[config.mk]
export PLATFORM = sky130hd
export DESIGN_NAME = integer_to_text_formatter
export DESIGN_NICKNAME = d
export VERILOG_FILES = /design/src/rtl/itf_pkg.sv /design/src/rtl/itf_ram.sv /design/src/rtl/itf_digit_gen.sv /design/src/rtl/itf_emit.sv /design/src/rtl/integer_to_text_formatter.sv
export SDC_FILE = /design/constraint.sdc
export NUM_CORES = 1
export LEC_CHECK = 0
export BUFFER_PORTS_ARGS = -buffer_cell sky130_fd_sc_hd__buf_2
export CAP_MARGIN = 0
export CORE_ASPECT_RATIO = 0.8
export CORE_MARGIN = 2
export CORE_UTILIZATION = 65
export CTS_BUF_LIST = sky130_fd_sc_hd__clkbuf_8
export DETAILED_ROUTE_END_ITERATION = 7
export HOLD_SLACK_MARGIN = 0.05
export PLACE_DENSITY = 0.83
export SLEW_MARGIN = 40
export SYNTH_ARGS = -nofsm -noshare
export SYNTH_HDL_FRONTEND = slang
export SYNTH_HIERARCHICAL = 1
export SYNTH_SLANG_ARGS = --single-unit
[constraint.sdc]
create_clock -name aclk -period 9.9 [get_ports aclk]
set_input_delay 1.98 -clock aclk [delete_from_list [all_inputs] [get_ports aclk]]
set_output_delay 1.98 -clock aclk [all_outputs]
set_load 0.02 [all_outputs]
[src/rtl/itf_pkg.sv]
`timescale 1ns / 1ps
// ----------------------------------------------------------------------------
// Integer to text formatter package
// Shared widths, register and conversion codes, ASCII constants, the
// configuration struct and the digit to character function.
// ----------------------------------------------------------------------------
package itf_pkg;

    localparam int VALUE_W          = 64;
    localparam int HALF_W           = VALUE_W / 2;
    localparam int BCD_W            = 80;   // 20 decimal digits
    localparam int DIGIT_W          = 4;
    localparam int CHAR_W           = 8;
    localparam int FW_W             = 7;
    localparam int POS_W            = 8;    // character position within one run
    localparam int CFG_DATA_W       = 7;
    localparam int CFG_IDX_W        = 3;
    localparam int DEF_OUTPUT_LIMIT = 64;
    localparam int DEF_MAX_DIGITS   = 64;

    // Conversion codes. Codes above CONV_BIN behave as unsigned decimal.
    localparam logic [2:0] CONV_SDEC = 3'd0;
    localparam logic [2:0] CONV_UDEC = 3'd1;
    localparam logic [2:0] CONV_OCT  = 3'd2;
    localparam logic [2:0] CONV_HEX  = 3'd3;
    localparam logic [2:0] CONV_BIN  = 3'd4;

    // Sign modes. The unused code behaves as SIGN_NEG_ONLY.
    localparam logic [1:0] SIGN_NEG_ONLY = 2'd0;
    localparam logic [1:0] SIGN_PLUS     = 2'd1;
    localparam logic [1:0] SIGN_SPACE    = 2'd2;

    // Register indexes.
    localparam logic [CFG_IDX_W-1:0] REG_CONVERSION  = 3'd0;
    localparam logic [CFG_IDX_W-1:0] REG_WIDE_VALUE  = 3'd1;
    localparam logic [CFG_IDX_W-1:0] REG_SIGN_MODE   = 3'd2;
    localparam logic [CFG_IDX_W-1:0] REG_PAD_ZERO    = 3'd3;
    localparam logic [CFG_IDX_W-1:0] REG_PAD_BEFORE  = 3'd4;
    localparam logic [CFG_IDX_W-1:0] REG_SHOW_PREFIX = 3'd5;
    localparam logic [CFG_IDX_W-1:0] REG_UPPER_HEX   = 3'd6;
    localparam logic [CFG_IDX_W-1:0] REG_WIDTH_MIN   = 3'd7;

    localparam logic [CHAR_W-1:0] CH_MINUS   = 8'h2D;
    localparam logic [CHAR_W-1:0] CH_PLUS    = 8'h2B;
    localparam logic [CHAR_W-1:0] CH_SPACE   = 8'h20;
    localparam logic [CHAR_W-1:0] CH_ZERO    = 8'h30;
    localparam logic [CHAR_W-1:0] CH_UPPER_X = 8'h58;
    localparam logic [CHAR_W-1:0] CH_LOWER_X = 8'h78;
    localparam logic [CHAR_W-1:0] CH_LOWER_B = 8'h62;
    localparam logic [CHAR_W-1:0] CH_UPPER_A = 8'h41;
    localparam logic [CHAR_W-1:0] CH_LOWER_A = 8'h61;

    typedef struct packed {
        logic [2:0]      conversion;
        logic            wide_value;
        logic [1:0]      sign_mode;
        logic            pad_zero;
        logic            pad_before;
        logic            show_prefix;
        logic            upper_hex;
        logic [FW_W-1:0] width_min;
    } itf_cfg_t;

    localparam itf_cfg_t CFG_RESET = '{
        conversion:  CONV_SDEC,
        wide_value:  1'b0,
        sign_mode:   SIGN_NEG_ONLY,
        pad_zero:    1'b0,
        pad_before:  1'b1,
        show_prefix: 1'b0,
        upper_hex:   1'b0,
        width_min:   '0
    };

    typedef struct packed {
        logic done;      // digit store complete for the current value
        logic negative;  // value takes a minus sign
    } itf_gen_status_t;

    function automatic logic [CHAR_W-1:0] digit_char(input logic [DIGIT_W-1:0] d,
                                                     input logic upper);
        logic [CHAR_W-1:0] d_ext;
        d_ext = {{(CHAR_W-DIGIT_W){1'b0}}, d};
        if (d < 4'd10) begin
            return CH_ZERO + d_ext;
        end
        return (upper ? CH_UPPER_A : CH_LOWER_A) + d_ext - 8'd10;
    endfunction

endpackage

[src/rtl/itf_ram.sv]
`timescale 1ns / 1ps
// ----------------------------------------------------------------------------
// Generic RAM
// One write port and one read port with a registered, enabled read.
// ----------------------------------------------------------------------------
module itf_ram #(
    parameter int WIDTH = 4,
    parameter int DEPTH = 64
) (
    input  logic                     aclk,
    input  logic                     wr_en,
    input  logic [$clog2(DEPTH)-1:0] wr_addr,
    input  logic [WIDTH-1:0]         wr_data,
    input  logic                     rd_en,
    input  logic [$clog2(DEPTH)-1:0] rd_addr,
    output logic [WIDTH-1:0]         rd_data
);

    logic [WIDTH-1:0] mem_reg [DEPTH];
    logic [WIDTH-1:0] rd_data_reg;

    always_ff @(posedge aclk) begin
        if (wr_en) begin
            mem_reg[wr_addr] <= wr_data;
        end
        if (rd_en) begin
            rd_data_reg <= mem_reg[rd_addr];
        end
    end

    assign rd_data = rd_data_reg;

endmodule

[src/rtl/itf_digit_gen.sv]
`timescale 1ns / 1ps
// ----------------------------------------------------------------------------
// Digit generator
// Turns one value into digits, least significant first, written to the
// digit store one per cycle. Decimal goes through a bit-serial double
// dabble pass first; power-of-two bases are split directly.
// ----------------------------------------------------------------------------
module itf_digit_gen #(
    parameter int MAX_DIGITS = itf_pkg::DEF_MAX_DIGITS
) (
    input  logic                               aclk,
    input  logic                               aresetn,
    input  logic                               start,
    input  logic [itf_pkg::VALUE_W-1:0]        value,
    input  itf_pkg::itf_cfg_t                  cfg,
    output logic                               busy,
    output logic                               wr_en,
    output logic [$clog2(MAX_DIGITS)-1:0]      wr_addr,
    output logic [itf_pkg::DIGIT_W-1:0]        wr_data,
    output itf_pkg::itf_gen_status_t           status,
    output logic [$clog2(MAX_DIGITS+1)-1:0]    digit_count
);
    import itf_pkg::*;

    localparam int AW  = $clog2(MAX_DIGITS);
    localparam int CW  = $clog2(MAX_DIGITS + 1);
    localparam int BW  = $clog2(VALUE_W);
    localparam int NIB = BCD_W / DIGIT_W;

    typedef enum logic [1:0] {ST_IDLE, ST_DABBLE, ST_SPLIT} state_t;

    state_t             state_reg, state_next;
    logic [BCD_W-1:0]   work_reg, work_next;
    logic [VALUE_W-1:0] bin_reg, bin_next;
    logic [BW-1:0]      bit_cnt_reg, bit_cnt_next;
    logic [CW-1:0]      cnt_reg, cnt_next;
    logic               neg_reg, neg_next;

    logic [VALUE_W-1:0] v_masked, v_ext, magnitude;
    logic               negative, decimal, finish;
    logic [BCD_W-1:0]   bcd_adj, shifted;
    logic [DIGIT_W-1:0] digit;
    logic [CW-1:0]      cnt_inc;

    always_comb begin
        v_masked = cfg.wide_value ? value : {{HALF_W{1'b0}}, value[HALF_W-1:0]};
        v_ext    = cfg.wide_value ? value
                                  : {{HALF_W{value[HALF_W-1]}}, value[HALF_W-1:0]};
        negative = (cfg.conversion == CONV_SDEC) &&
                   (cfg.wide_value ? value[VALUE_W-1] : value[HALF_W-1]);
        magnitude = negative ? (~v_ext + 1'b1) : v_masked;
        decimal   = !((cfg.conversion == CONV_OCT) || (cfg.conversion == CONV_HEX) ||
                      (cfg.conversion == CONV_BIN));
    end

    // Add-3 correction on every BCD digit before each shift.
    always_comb begin
        for (int i = 0; i < NIB; i++) begin
            if (work_reg[i*DIGIT_W +: DIGIT_W] >= 4'd5) begin
                bcd_adj[i*DIGIT_W +: DIGIT_W] = work_reg[i*DIGIT_W +: DIGIT_W] + 4'd3;
            end else begin
                bcd_adj[i*DIGIT_W +: DIGIT_W] = work_reg[i*DIGIT_W +: DIGIT_W];
            end
        end
    end

    always_comb begin
        unique case (cfg.conversion)
            CONV_OCT: begin
                digit   = {1'b0, work_reg[2:0]};
                shifted = work_reg >> 3;
            end
            CONV_HEX: begin
                digit   = work_reg[3:0];
                shifted = work_reg >> 4;
            end
            CONV_BIN: begin
                digit   = {3'b000, work_reg[0]};
                shifted = work_reg >> 1;
            end
            default: begin
                digit   = work_reg[3:0];
                shifted = work_reg >> 4;
            end
        endcase
    end

    assign cnt_inc = cnt_reg + 1'b1;
    assign finish  = (state_reg == ST_SPLIT) &&
                     ((shifted == '0) || (cnt_inc == CW'(MAX_DIGITS)));

    always_comb begin
        state_next   = state_reg;
        work_next    = work_reg;
        bin_next     = bin_reg;
        bit_cnt_next = bit_cnt_reg;
        cnt_next     = cnt_reg;
        neg_next     = neg_reg;
        unique case (state_reg)
            ST_IDLE: begin
                if (start) begin
                    neg_next     = negative;
                    cnt_next     = '0;
                    bit_cnt_next = '0;
                    if (decimal) begin
                        work_next  = '0;
                        bin_next   = magnitude;
                        state_next = ST_DABBLE;
                    end else begin
                        work_next  = {{(BCD_W-VALUE_W){1'b0}}, magnitude};
                        state_next = ST_SPLIT;
                    end
                end
            end
            ST_DABBLE: begin
                work_next    = {bcd_adj[BCD_W-2:0], bin_reg[VALUE_W-1]};
                bin_next     = bin_reg << 1;
                bit_cnt_next = bit_cnt_reg + 1'b1;
                if (bit_cnt_reg == BW'(VALUE_W - 1)) begin
                    state_next = ST_SPLIT;
                end
            end
            ST_SPLIT: begin
                work_next = shifted;
                cnt_next  = cnt_inc;
                if (finish) begin
                    state_next = ST_IDLE;
                end
            end
        endcase
    end

    always_ff @(posedge aclk) begin
        if (!aresetn) begin
            state_reg   <= ST_IDLE;
            cnt_reg     <= '0;
            bit_cnt_reg <= '0;
            neg_reg     <= 1'b0;
        end else begin
            state_reg   <= state_next;
            cnt_reg     <= cnt_next;
            bit_cnt_reg <= bit_cnt_next;
            neg_reg     <= neg_next;
        end
        work_reg <= work_next;
        bin_reg  <= bin_next;
    end

    assign busy            = (state_reg != ST_IDLE);
    assign wr_en           = (state_reg == ST_SPLIT);
    assign wr_addr         = cnt_reg[AW-1:0];
    assign wr_data         = digit;
    assign status.done     = finish;
    assign status.negative = neg_reg;
    assign digit_count     = cnt_inc;

endmodule

[src/rtl/itf_emit.sv]
`timescale 1ns / 1ps
// ----------------------------------------------------------------------------
// Character emitter
// Walks the character positions of one run, reads digits from the digit
// store most significant first and drives the registered output channel.
// ----------------------------------------------------------------------------
module itf_emit #(
    parameter int OUTPUT_LIMIT = itf_pkg::DEF_OUTPUT_LIMIT,
    parameter int MAX_DIGITS   = itf_pkg::DEF_MAX_DIGITS
) (
    input  logic                            aclk,
    input  logic                            aresetn,
    input  itf_pkg::itf_cfg_t               cfg,
    input  itf_pkg::itf_gen_status_t        status,
    input  logic [$clog2(MAX_DIGITS+1)-1:0] digit_count,
    output logic                            rd_en,
    output logic [$clog2(MAX_DIGITS)-1:0]   rd_addr,
    input  logic [itf_pkg::DIGIT_W-1:0]     rd_data,
    output logic                            busy,
    output logic                            m_valid,
    input  logic                            m_ready,
    output logic [itf_pkg::CHAR_W-1:0]      m_character,
    output logic                            m_last
);
    import itf_pkg::*;

    localparam int AW = $clog2(MAX_DIGITS);
    localparam int CW = $clog2(MAX_DIGITS + 1);

    typedef enum logic {ST_IDLE, ST_RUN} state_t;

    state_t            state_reg;
    logic              neg_reg;
    logic              sign_len_reg;
    logic [1:0]        sx_reg;      // sign plus prefix length
    logic [POS_W-1:0]  d0_reg;      // first digit position within the body
    logic [POS_W-1:0]  top_reg;     // last digit position within the body
    logic [POS_W-1:0]  total_reg;
    logic [POS_W-1:0]  k_reg;
    logic              b_valid_reg, b_digit_reg, b_last_reg;
    logic [CHAR_W-1:0] b_char_reg;
    logic              m_valid_reg, m_last_reg;
    logic [CHAR_W-1:0] m_char_reg;

    // Run setup
    logic [POS_W-1:0] n_ext, fw_ext, pad, raw_total, prefix_len, d0;
    logic             sign_on;

    // Per position
    logic [POS_W-1:0]  j, dig_idx;
    logic              a_fire, b_advance, a_digit;
    logic [CHAR_W-1:0] a_char, fill_char, sign_char, prefix_char;

    always_comb begin
        n_ext   = {{(POS_W-CW){1'b0}}, digit_count};
        fw_ext  = {{(POS_W-FW_W){1'b0}}, cfg.width_min};
        pad     = (fw_ext > n_ext) ? (fw_ext - n_ext) : '0;
        sign_on = status.negative || (cfg.sign_mode == SIGN_PLUS) ||
                  (cfg.sign_mode == SIGN_SPACE);
        prefix_len = '0;
        if (cfg.show_prefix) begin
            unique case (cfg.conversion)
                CONV_OCT: prefix_len = 8'd1;
                CONV_HEX: prefix_len = 8'd2;
                CONV_BIN: prefix_len = 8'd1;
                default:  prefix_len = 8'd0;
            endcase
        end
        raw_total = {{(POS_W-1){1'b0}}, sign_on} + prefix_len + pad + n_ext;
        d0        = cfg.pad_before ? pad : '0;
    end

    always_comb begin
        fill_char = cfg.pad_zero ? CH_ZERO : CH_SPACE;
        sign_char = neg_reg ? CH_MINUS : ((cfg.sign_mode == SIGN_PLUS) ? CH_PLUS : CH_SPACE);
        if (cfg.conversion == CONV_BIN) begin
            prefix_char = CH_LOWER_B;
        end else if (k_reg == {{(POS_W-1){1'b0}}, sign_len_reg}) begin
            prefix_char = CH_ZERO;
        end else begin
            prefix_char = cfg.upper_hex ? CH_UPPER_X : CH_LOWER_X;
        end
        j       = k_reg - {{(POS_W-2){1'b0}}, sx_reg};
        dig_idx = top_reg - j;
        a_digit = 1'b0;
        priority if (k_reg < {{(POS_W-1){1'b0}}, sign_len_reg}) begin
            a_char = sign_char;
        end else if (k_reg < {{(POS_W-2){1'b0}}, sx_reg}) begin
            a_char = prefix_char;
        end else if ((j >= d0_reg) && (j <= top_reg)) begin
            a_char  = fill_char;
            a_digit = 1'b1;
        end else begin
            a_char = fill_char;
        end
    end

    assign b_advance = b_valid_reg && (!m_valid_reg || m_ready);
    assign a_fire    = (state_reg == ST_RUN) && (k_reg < total_reg) &&
                       (!b_valid_reg || b_advance);
    assign rd_en     = a_fire && a_digit;
    assign rd_addr   = dig_idx[AW-1:0];

    always_ff @(posedge aclk) begin
        if (!aresetn) begin
            state_reg   <= ST_IDLE;
            k_reg       <= '0;
            b_valid_reg <= 1'b0;
            m_valid_reg <= 1'b0;
        end else begin
            unique case (state_reg)
                ST_IDLE: begin
                    if (status.done) begin
                        state_reg <= ST_RUN;
                        k_reg     <= '0;
                    end
                end
                ST_RUN: begin
                    if (a_fire) begin
                        k_reg <= k_reg + 1'b1;
                    end
                    if ((k_reg == total_reg) && !b_valid_reg) begin
                        state_reg <= ST_IDLE;
                    end
                end
            endcase

            if (a_fire) begin
                b_valid_reg <= 1'b1;
            end else if (b_advance) begin
                b_valid_reg <= 1'b0;
            end

            if (b_advance) begin
                m_valid_reg <= 1'b1;
            end else if (m_ready) begin
                m_valid_reg <= 1'b0;
            end
        end

        if ((state_reg == ST_IDLE) && status.done) begin
            neg_reg      <= status.negative;
            sign_len_reg <= sign_on;
            sx_reg       <= 2'({1'b0, sign_on} + prefix_len[1:0]);
            d0_reg       <= d0;
            top_reg      <= d0 + n_ext - 1'b1;
            total_reg    <= (raw_total > POS_W'(OUTPUT_LIMIT)) ? POS_W'(OUTPUT_LIMIT)
                                                              : raw_total;
        end
        if (a_fire) begin
            b_digit_reg <= a_digit;
            b_char_reg  <= a_char;
            b_last_reg  <= (k_reg == total_reg - 1'b1);
        end
        if (b_advance) begin
            m_char_reg <= b_digit_reg ? digit_char(rd_data, cfg.upper_hex) : b_char_reg;
            m_last_reg <= b_last_reg;
        end
    end

    assign busy        = (state_reg == ST_RUN);
    assign m_valid     = m_valid_reg;
    assign m_character = m_char_reg;
    assign m_last      = m_last_reg;

endmodule

[src/rtl/integer_to_text_formatter.sv]
`timescale 1ns / 1ps
// ----------------------------------------------------------------------------
// Integer to text formatter
// Formats one integer word per transaction as a run of ASCII characters
// with sign, base prefix and padding, the last character marked.
// ----------------------------------------------------------------------------
//  Channel   Direction  Handshake          Payload
//  s_        in         s_valid/s_ready    s_value[63:0]
//  m_        out        m_valid/m_ready    m_character[7:0], m_last
//  cfg_      in         cfg_wr_en          cfg_index[2:0], cfg_wr_data[6:0]
//
//  One value is handled at a time. Decimal first runs the double dabble
//  pass, then fills the digit store one digit per cycle (up to 20); octal,
//  hex and binary fill it one digit per cycle (up to 22, 16 or 64).
//  Emission then gives one character per cycle (at most OUTPUT_LIMIT) while
//  the output does not stall, through the digit store read and the output
//  register. The next value is taken once the emitter is back in idle,
//  after the last character reaches the output register. Reset is
//  synchronous; the digit store needs no clearing. Output stalls hold the emitter in place.
// ----------------------------------------------------------------------------
module integer_to_text_formatter #(
    parameter int OUTPUT_LIMIT = itf_pkg::DEF_OUTPUT_LIMIT,
    parameter int MAX_DIGITS   = itf_pkg::DEF_MAX_DIGITS
) (
    input  logic                            aclk,
    input  logic                            aresetn,
    input  logic                            s_valid,
    output logic                            s_ready,
    input  logic [itf_pkg::VALUE_W-1:0]     s_value,
    output logic                            m_valid,
    input  logic                            m_ready,
    output logic [itf_pkg::CHAR_W-1:0]      m_character,
    output logic                            m_last,
    input  logic                            cfg_wr_en,
    input  logic [itf_pkg::CFG_IDX_W-1:0]   cfg_index,
    input  logic [itf_pkg::CFG_DATA_W-1:0]  cfg_wr_data
);
    import itf_pkg::*;

    localparam int AW = $clog2(MAX_DIGITS);
    localparam int CW = $clog2(MAX_DIGITS + 1);

    itf_cfg_t         cfg_reg;
    itf_gen_status_t  gen_status;
    logic             gen_busy, emit_busy, start;
    logic             wr_en, rd_en;
    logic [AW-1:0]    wr_addr, rd_addr;
    logic [DIGIT_W-1:0] wr_data, rd_data;
    logic [CW-1:0]    digit_count;

    always_ff @(posedge aclk) begin
        if (!aresetn) begin
            cfg_reg <= CFG_RESET;
        end else if (cfg_wr_en) begin
            unique case (cfg_index)
                REG_CONVERSION:  cfg_reg.conversion  <= cfg_wr_data[2:0];
                REG_WIDE_VALUE:  cfg_reg.wide_value  <= cfg_wr_data[0];
                REG_SIGN_MODE:   cfg_reg.sign_mode   <= cfg_wr_data[1:0];
                REG_PAD_ZERO:    cfg_reg.pad_zero    <= cfg_wr_data[0];
                REG_PAD_BEFORE:  cfg_reg.pad_before  <= cfg_wr_data[0];
                REG_SHOW_PREFIX: cfg_reg.show_prefix <= cfg_wr_data[0];
                REG_UPPER_HEX:   cfg_reg.upper_hex   <= cfg_wr_data[0];
                REG_WIDTH_MIN:   cfg_reg.width_min   <= cfg_wr_data[FW_W-1:0];
            endcase
        end
    end

    assign s_ready = !gen_busy && !emit_busy;
    assign start   = s_valid && s_ready;

    itf_digit_gen #(
        .MAX_DIGITS (MAX_DIGITS)
    ) u_digit_gen (
        .aclk        (aclk),
        .aresetn     (aresetn),
        .start       (start),
        .value       (s_value),
        .cfg         (cfg_reg),
        .busy        (gen_busy),
        .wr_en       (wr_en),
        .wr_addr     (wr_addr),
        .wr_data     (wr_data),
        .status      (gen_status),
        .digit_count (digit_count)
    );

    itf_ram #(
        .WIDTH (DIGIT_W),
        .DEPTH (MAX_DIGITS)
    ) u_digit_store (
        .aclk    (aclk),
        .wr_en   (wr_en),
        .wr_addr (wr_addr),
        .wr_data (wr_data),
        .rd_en   (rd_en),
        .rd_addr (rd_addr),
        .rd_data (rd_data)
    );

    itf_emit #(
        .OUTPUT_LIMIT (OUTPUT_LIMIT),
        .MAX_DIGITS   (MAX_DIGITS)
    ) u_emit (
        .aclk        (aclk),
        .aresetn     (aresetn),
        .cfg         (cfg_reg),
        .status      (gen_status),
        .digit_count (digit_count),
        .rd_en       (rd_en),
        .rd_addr     (rd_addr),
        .rd_data     (rd_data),
        .busy        (emit_busy),
        .m_valid     (m_valid),
        .m_ready     (m_ready),
        .m_character (m_character),
        .m_last      (m_last)
    );

endmodule

# ---- Yosys cells after proc, flatten, opt, wreduce, memory -nomap -nowiden
# Memory sizes are Yosys's and may differ from the RTL's. A register that Yosys moved wholly into a read port is not among the register bits.
# Cells that the tools add are included.
dict set report classes {
  add_sub_neg 37
  n_lt_le_gt_ge 28
  eq_ne 25
  n_mux 74
  bitwise 2
  reduce_logical 46
}
# op n
set ops {}
lappend ops {{$mux W64} 6}
lappend ops {{$pmux W80 S3} 1}
lappend ops {{$pmux W79 S2} 1}
lappend ops {{$pmux W64 S2} 1}
lappend ops {{$mux W8} 12}
lappend ops {{$ge A4 B3 Y1 const B} 20}
lappend ops {{$logic_not A80 Y1} 1}
lappend ops {{$mux W4} 20}
lappend ops {{$mux W80} 1}
lappend ops {{$add A4 B2 Y4 const B} 19}
lappend ops {{$add A64 B1 Y64 const B} 1}
lappend ops {{$not A64 Y64} 1}
lappend ops {{$reduce_and A2 Y1} 12}
lappend ops {{$mux W6} 3}
lappend ops {{$add A8 B7 Y8} 2}
lappend ops {{$eq A8 B8 Y1} 2}
lappend ops {{$pmux W8 S2} 1}
lappend ops {{$sub A8 B1 Y8 const B} 2}
lappend ops {{$eq A3 B3 Y1 const B} 5}
lappend ops {{$mux W1} 14}
lappend ops {{$pmux W7 S2} 1}
lappend ops {{$eq A3 B2 Y1 const B} 4}
lappend ops {{$pmux W6 S2} 1}
lappend ops {{$logic_and A1 B1 Y1} 11}
lappend ops {{other kinds (45)} 70}
dict set report word_totals {
  ff_bits 235
  ramBits 256
  input_bits 79
  out_inout_bits 11
  word_cells 242
  n_memories 1
}
# name words width read_ports rd_ports_with_merged_regs wr line_no
set memory_table {}
lappend memory_table {u_digit_store.mem_reg 64 4 1 1 1 itf_ram.sv:19} ;# logic [WIDTH-1:0] mem_reg [DEPTH];

# ---- Logic depth before layout (Yosys ltp)
dict set report depth {
  word_depth 8
  ltp_mapped 22
  depth_no_buf 22
}

# ---- Cells and area by module
# Netlist, hierarchy kept.
# mod n_inst cells_per_inst area_per_inst_um2 seq_area_each_um2
set by_module_without_submodules {}
lappend by_module_without_submodules {itf_digit_gen 1 1550 13322.8 4644.5}
lappend by_module_without_submodules {itf_ram 1 521 10447.5 7807.5}
lappend by_module_without_submodules {itf_emit 1 483 4645.7 1571.5}
lappend by_module_without_submodules {integer_to_text_formatter 1 73 740.7 340.3}

# ---- Least setup slack after synthesis
# OpenSTA, ideal clock, no wires.
dict set report synth_timing {
  path_kind {input -> register}
  startpoint {in s_valid}
  endpoint {reg u_digit_gen.bin_reg[0] (enable)}
  setup_time_ps 584
  t_arrival_ps 7013
  t_required_ps 9316
  path_slack_ps 2303
  stages 3
  n_path_buf 0
  path_cell_list {and2_1 -> nand2_1 -> o32ai_1}
}
dict set report synth_via {
  elab_chain_cells 3
}
# element line_no
set synth_rtl {}
lappend synth_rtl {{start: declaration} integer_to_text_formatter.sv:27} ;# input logic s_valid,
lappend synth_rtl {{$logic_and A1 B1 Y1} integer_to_text_formatter.sv:69} ;# assign start = s_valid && s_ready;
lappend synth_rtl {{$ne A2 B2 Y1 (no line)} --}
lappend synth_rtl {{$reduce_and A3 Y1 (no line)} --}
lappend synth_rtl {{end signal: assignment} itf_digit_gen.sv:146} ;# bin_reg <= bin_next;
lappend synth_rtl {{end: declaration} itf_digit_gen.sv:34} ;# logic [VALUE_W-1:0] bin_reg, bin_next;
# No other way between the ends.
# A chain may end at the register's enable or synchronous reset.

# ---- Worst setup path in the final report
dict set report layout_timing {
  startpoint {reg u_digit_gen.cnt_reg[1]}
  endpoint {reg u_emit.total_reg[1] (data pin)}
}
dict set report layout_via {
  elab_chain_cells 6
  elab_cells_between_ends 7
  cone_classes {add/sub: 4; order compare: 2; mux: 1}
}
# element line_no
set layout_rtl {}
lappend layout_rtl {{start: declaration} itf_digit_gen.sv:36} ;# logic [CW-1:0] cnt_reg, cnt_next;
lappend layout_rtl {{start signal: assignment} itf_digit_gen.sv:141} ;# cnt_reg <= cnt_next;
lappend layout_rtl {{$add A7 B1 Y7 *} itf_digit_gen.sv:88} ;# assign cnt_inc = cnt_reg + 1'b1;
lappend layout_rtl {{via digit_count[6]} integer_to_text_formatter.sv:49} ;# logic [CW-1:0] digit_count;
lappend layout_rtl {{$sub A7 B7 Y8 or $gt A7 B7 Y1 (tied branches)} itf_emit.sv:57} ;# pad = (fw_ext > n_ext) ? (fw_ext - n_ext) : '0;
lappend layout_rtl {{$mux W8} itf_emit.sv:57}
lappend layout_rtl {{$add A8 B8 Y8} itf_emit.sv:69} ;# raw_total = {{(POS_W-1){1'b0}}, sign_on} + prefix_len + pad + n_ext;
lappend layout_rtl {{$add A8 B7 Y8 *} itf_emit.sv:69}
lappend layout_rtl {{$gt A8 B7 Y1} itf_emit.sv:147} ;# total_reg <= (raw_total > POS_W'(OUTPUT_LIMIT)) ? POS_W'(OUTPUT_LIMIT)
lappend layout_rtl {{end signal: assignment} itf_emit.sv:147}
lappend layout_rtl {{end: declaration} itf_emit.sv:38} ;# logic [POS_W-1:0] total_reg;
# The timed path passes the listed nets; every way through them passes the cells marked *.

==> results.ini <==
[placed_design]
placed_cell_area_sq_um = 29900
dp_hpwl_mm = 52.5
numPortBuffers = 88
place.gp.congestion = 0.973

[clock_network]
cts_hold_buf = 0
cts_tree = done
clock_sinks = 493
numCtsBuffers = 76
path_clk_slew_ps = 60
postCtsSetupBuffers = 0
htreeDepth = 3
ctsResizeCount = 0
cts_root_buffer = clkbuf_8
clock_path_buffers = 3
clkLatencyLatePin_ps = 690

[logic_synthesis]
ys_seq_elements = 493
synth.avg_cell_area_sq_um = 11.1
ys_seq_area_frac = 0.493
synth_edf_count = 449
ys_top_cells_by_area = edfxtp_1 (46%), ha_1 (4.9%), mux4_2 (3.6%)
synth_area_sq_um = 29200
synthFlopType = edfxtp_1
syn_inst = 2627
yosys_warnings = 6
yosysUniqueCellTypes = 92
synthArstFlopShare = 0
synth_top_area_share = 0.462
synth.largest_area_cell = edfxtp_1

[worst_setup_path]
crit_chain = ha_1, nand2_1, or3_1, xnor2_1, inv_1, ha_1, nand3_1, a21o_1, a21oi_2, nor2b_1, fa_1, ha_1, fa_1, a211oi_1, o21bai_1, a21oi_1, xnor2_1, and2_1, nor3b_1
worstPathArrival_ps = 6050
cp_data_required_time_ps = 10280
critPathBufInv = 1
crit_path_start_kind = register
slowest_stage = dfxtp_1
worstSetupPathType = reg -> reg
cp-startpoint = u_digit_gen/cnt_reg[1]
reg2regPathDepth = 19
cp_num_cells = 19
rr_startpoint = u_digit_gen/cnt_reg[1]
cp_max_fo = 13
endpoint_kind = register
crit_top_cell = ha_1
critPathMaxStageDelay_ps = 540
cp_top_family = adder cells

[floorplan]
die_h_um = 193
die_x_um = 241
core-area_sq_um = 44400
ios = 90
initial_utilization = 0.657
die-area_sq_um = 46600
rows = 69

[global_routing]
grt_max_degree = 76
grt_overflow_total = 0
globalRouteTotalUtil = 0.333
grt_first_pass_wirelength_mm = 121
antenna_found_initial = 2
grt_pass1_vias = 21800

[min_path]
worstHoldStart = u_emit/b_last_reg
holdPathStages = 0
hp-class = reg -> reg

[timing]
slew_violations = 0
fin_setup_tns_ps = 0
final_hold_viol_count = 0
fmax_ghz = 0.176
fin_worst_skew_ps = 52.1
slew_headroom = 0.381
grt_setup_unrepaired = no
finalCritPeriodShare = 0.573
period_needed_ps = 5670
tightest_slew_ps = 929
finalSetupViolations = 0

[cells_and_area]
area_growth_pct = 7.60
n_fill_cell = 2991
drive_gt1_frac = 0.131
largest_reg_flops = 256
design_area_sq_um = 31400
final_nets = 2843
multiInputGateArea_sq_um = 13500
regArea_sq_um = 14400
diodes = 0

[route]
routed_wirelength_mm = 77.6
dr.pass1.iters = 7
drtIter0Drc = 3811
vias = 23000
ant_nets = 0
vias_per_cell = 6.97
drt_drc_violations_left = 0
wl_per_cell_um = 23.5

[run]
max_cap_violations = 0

[outcome]
status = finished clean

[power_and_ir_drop]
power.leakage_nw = 11.1
max-vdd-ir-drop_mv = 0.166
powerDensity_nw_per_um2 = 223

[worst paths after layout]
path | slack, ps | endpoint
setup / recovery | 4230 | u_emit/total_reg[1]
hold / removal | 430 | u_emit/m_last
setup reg to reg | 4230 | u_emit/total_reg[1]
hold reg to reg | 430 | u_emit/m_last
[kinds of logic (layout without fill, tap and decap cells)]
family	Yosys count	count (layout)	share of synthesized area
buffers and inverters	321	393	0.0466
AO/OA/AOI/OAI	709	709	0.164
flip-flops	493	493	0.493
multiplexers	132	132	0.0773
other	1	2	0.000129
AND/OR/NAND/NOR	726	726	0.128
adder cells (fa/ha/maj)	121	121	0.0537
XOR/XNOR	124	124	0.0375
[placed cells by master, fill, tap and decap left out, types with 28 or more instances in the layout]
master	instances
dfxtp_1	40
inv_1	156
edfxtp_1	449
nand2b_1	34
xor2_1	39
nand3_1	38
nor3_1	68
nor2b_1	64
o21ai_0	154
mux2i_1	28
a21oi_1	173
o311ai_0	30
buf_2	87
o221ai_1	106
mux4_2	46
mux2_2	39
nor2_1	170
ha_1	113
xnor2_1	82
a22o_1	30
nor3b_1	42
nand2_1	180
clkbuf_8	80
[worst register-to-register path: cells and delay by family, from the launching register on]
family / cells / cell delay [ps]
simple gates: 6 / 1160
flops: 1 / 540
fa+ha+maj: 5 / 1860
buf+inv: 1 / 110
compound gates: 5 / 1180
xor+xnor: 2 / 550
[where the power goes]
group	total, mW	internal [mW]	switching [mW]
sequential	3.23	2.84	0.382
clock	1.70	0.886	0.813
combinational	2.07	0.752	1.32
[cell usage after synthesis (all sizes together) (7+ instances only)]
library cell	n
a22oi	14
a211oi	7
fa	7
dfxtp	44
clkbuf	131
o21bai	27
a22o	30
o22a	16
a31oi	14
nor2b	65
nor3b	44
o22ai	25
o21a	9
xor2	40
nand2	184
mux2i	28
mux4	65
o2bb2ai	13
nor3	69
ha	114
o311ai	36
inv	140
edfxtp	449
or4	9
mux2	39
nand2b	36
a21oi	176
nand3b	9
xnor2	84
and2	17
buf	48
or3	11
o21ai	157
a21o	19
nor2	174
nand4	26
nor4	13
o31ai	20
o221ai	107
nand3	38
[through the flow]
step                      setup WS [ps]  std cells  power [mW]  hold slack [ps]   util
after floorplan                    2300       2628        4.59              400      -
after global placement             4560       3166        5.09              413  0.672
after detailed placement           4360       3168        5.22              418  0.673
after CTS                          4300       3303        6.92              430  0.707
after global routing               3850       3303        7.31              445  0.707
final                              4230       3303        7.00              428  0.707
[cell type report]
| class | count | area share |
|---|---|---|
| Tap cell | 603 | 0.0240 |
| Sequential cell | 493 | 0.458 |
| Timing Repair Buffer | 116 | 0.0217 |
| Clock buffer | 80 | 0.0351 |
| Inverter | 142 | 0.0171 |
| Multi-Input combinational cell | 1814 | 0.431 |
| Clock inverter | 55 | 0.0124 |
[per-layer routing]
layer / GRT usage / up-vias / wire (um)
met5: 0 / - / 13
met4: 0.110 / 2 / 2830
met3: 0.108 / 296 / 11100
met2: 0.488 / 1771 / 33500
met1: 0.473 / 10900 / 30100
li1: - / 10100 / -
No activity file was read; power rests on OpenSTA's default activity.
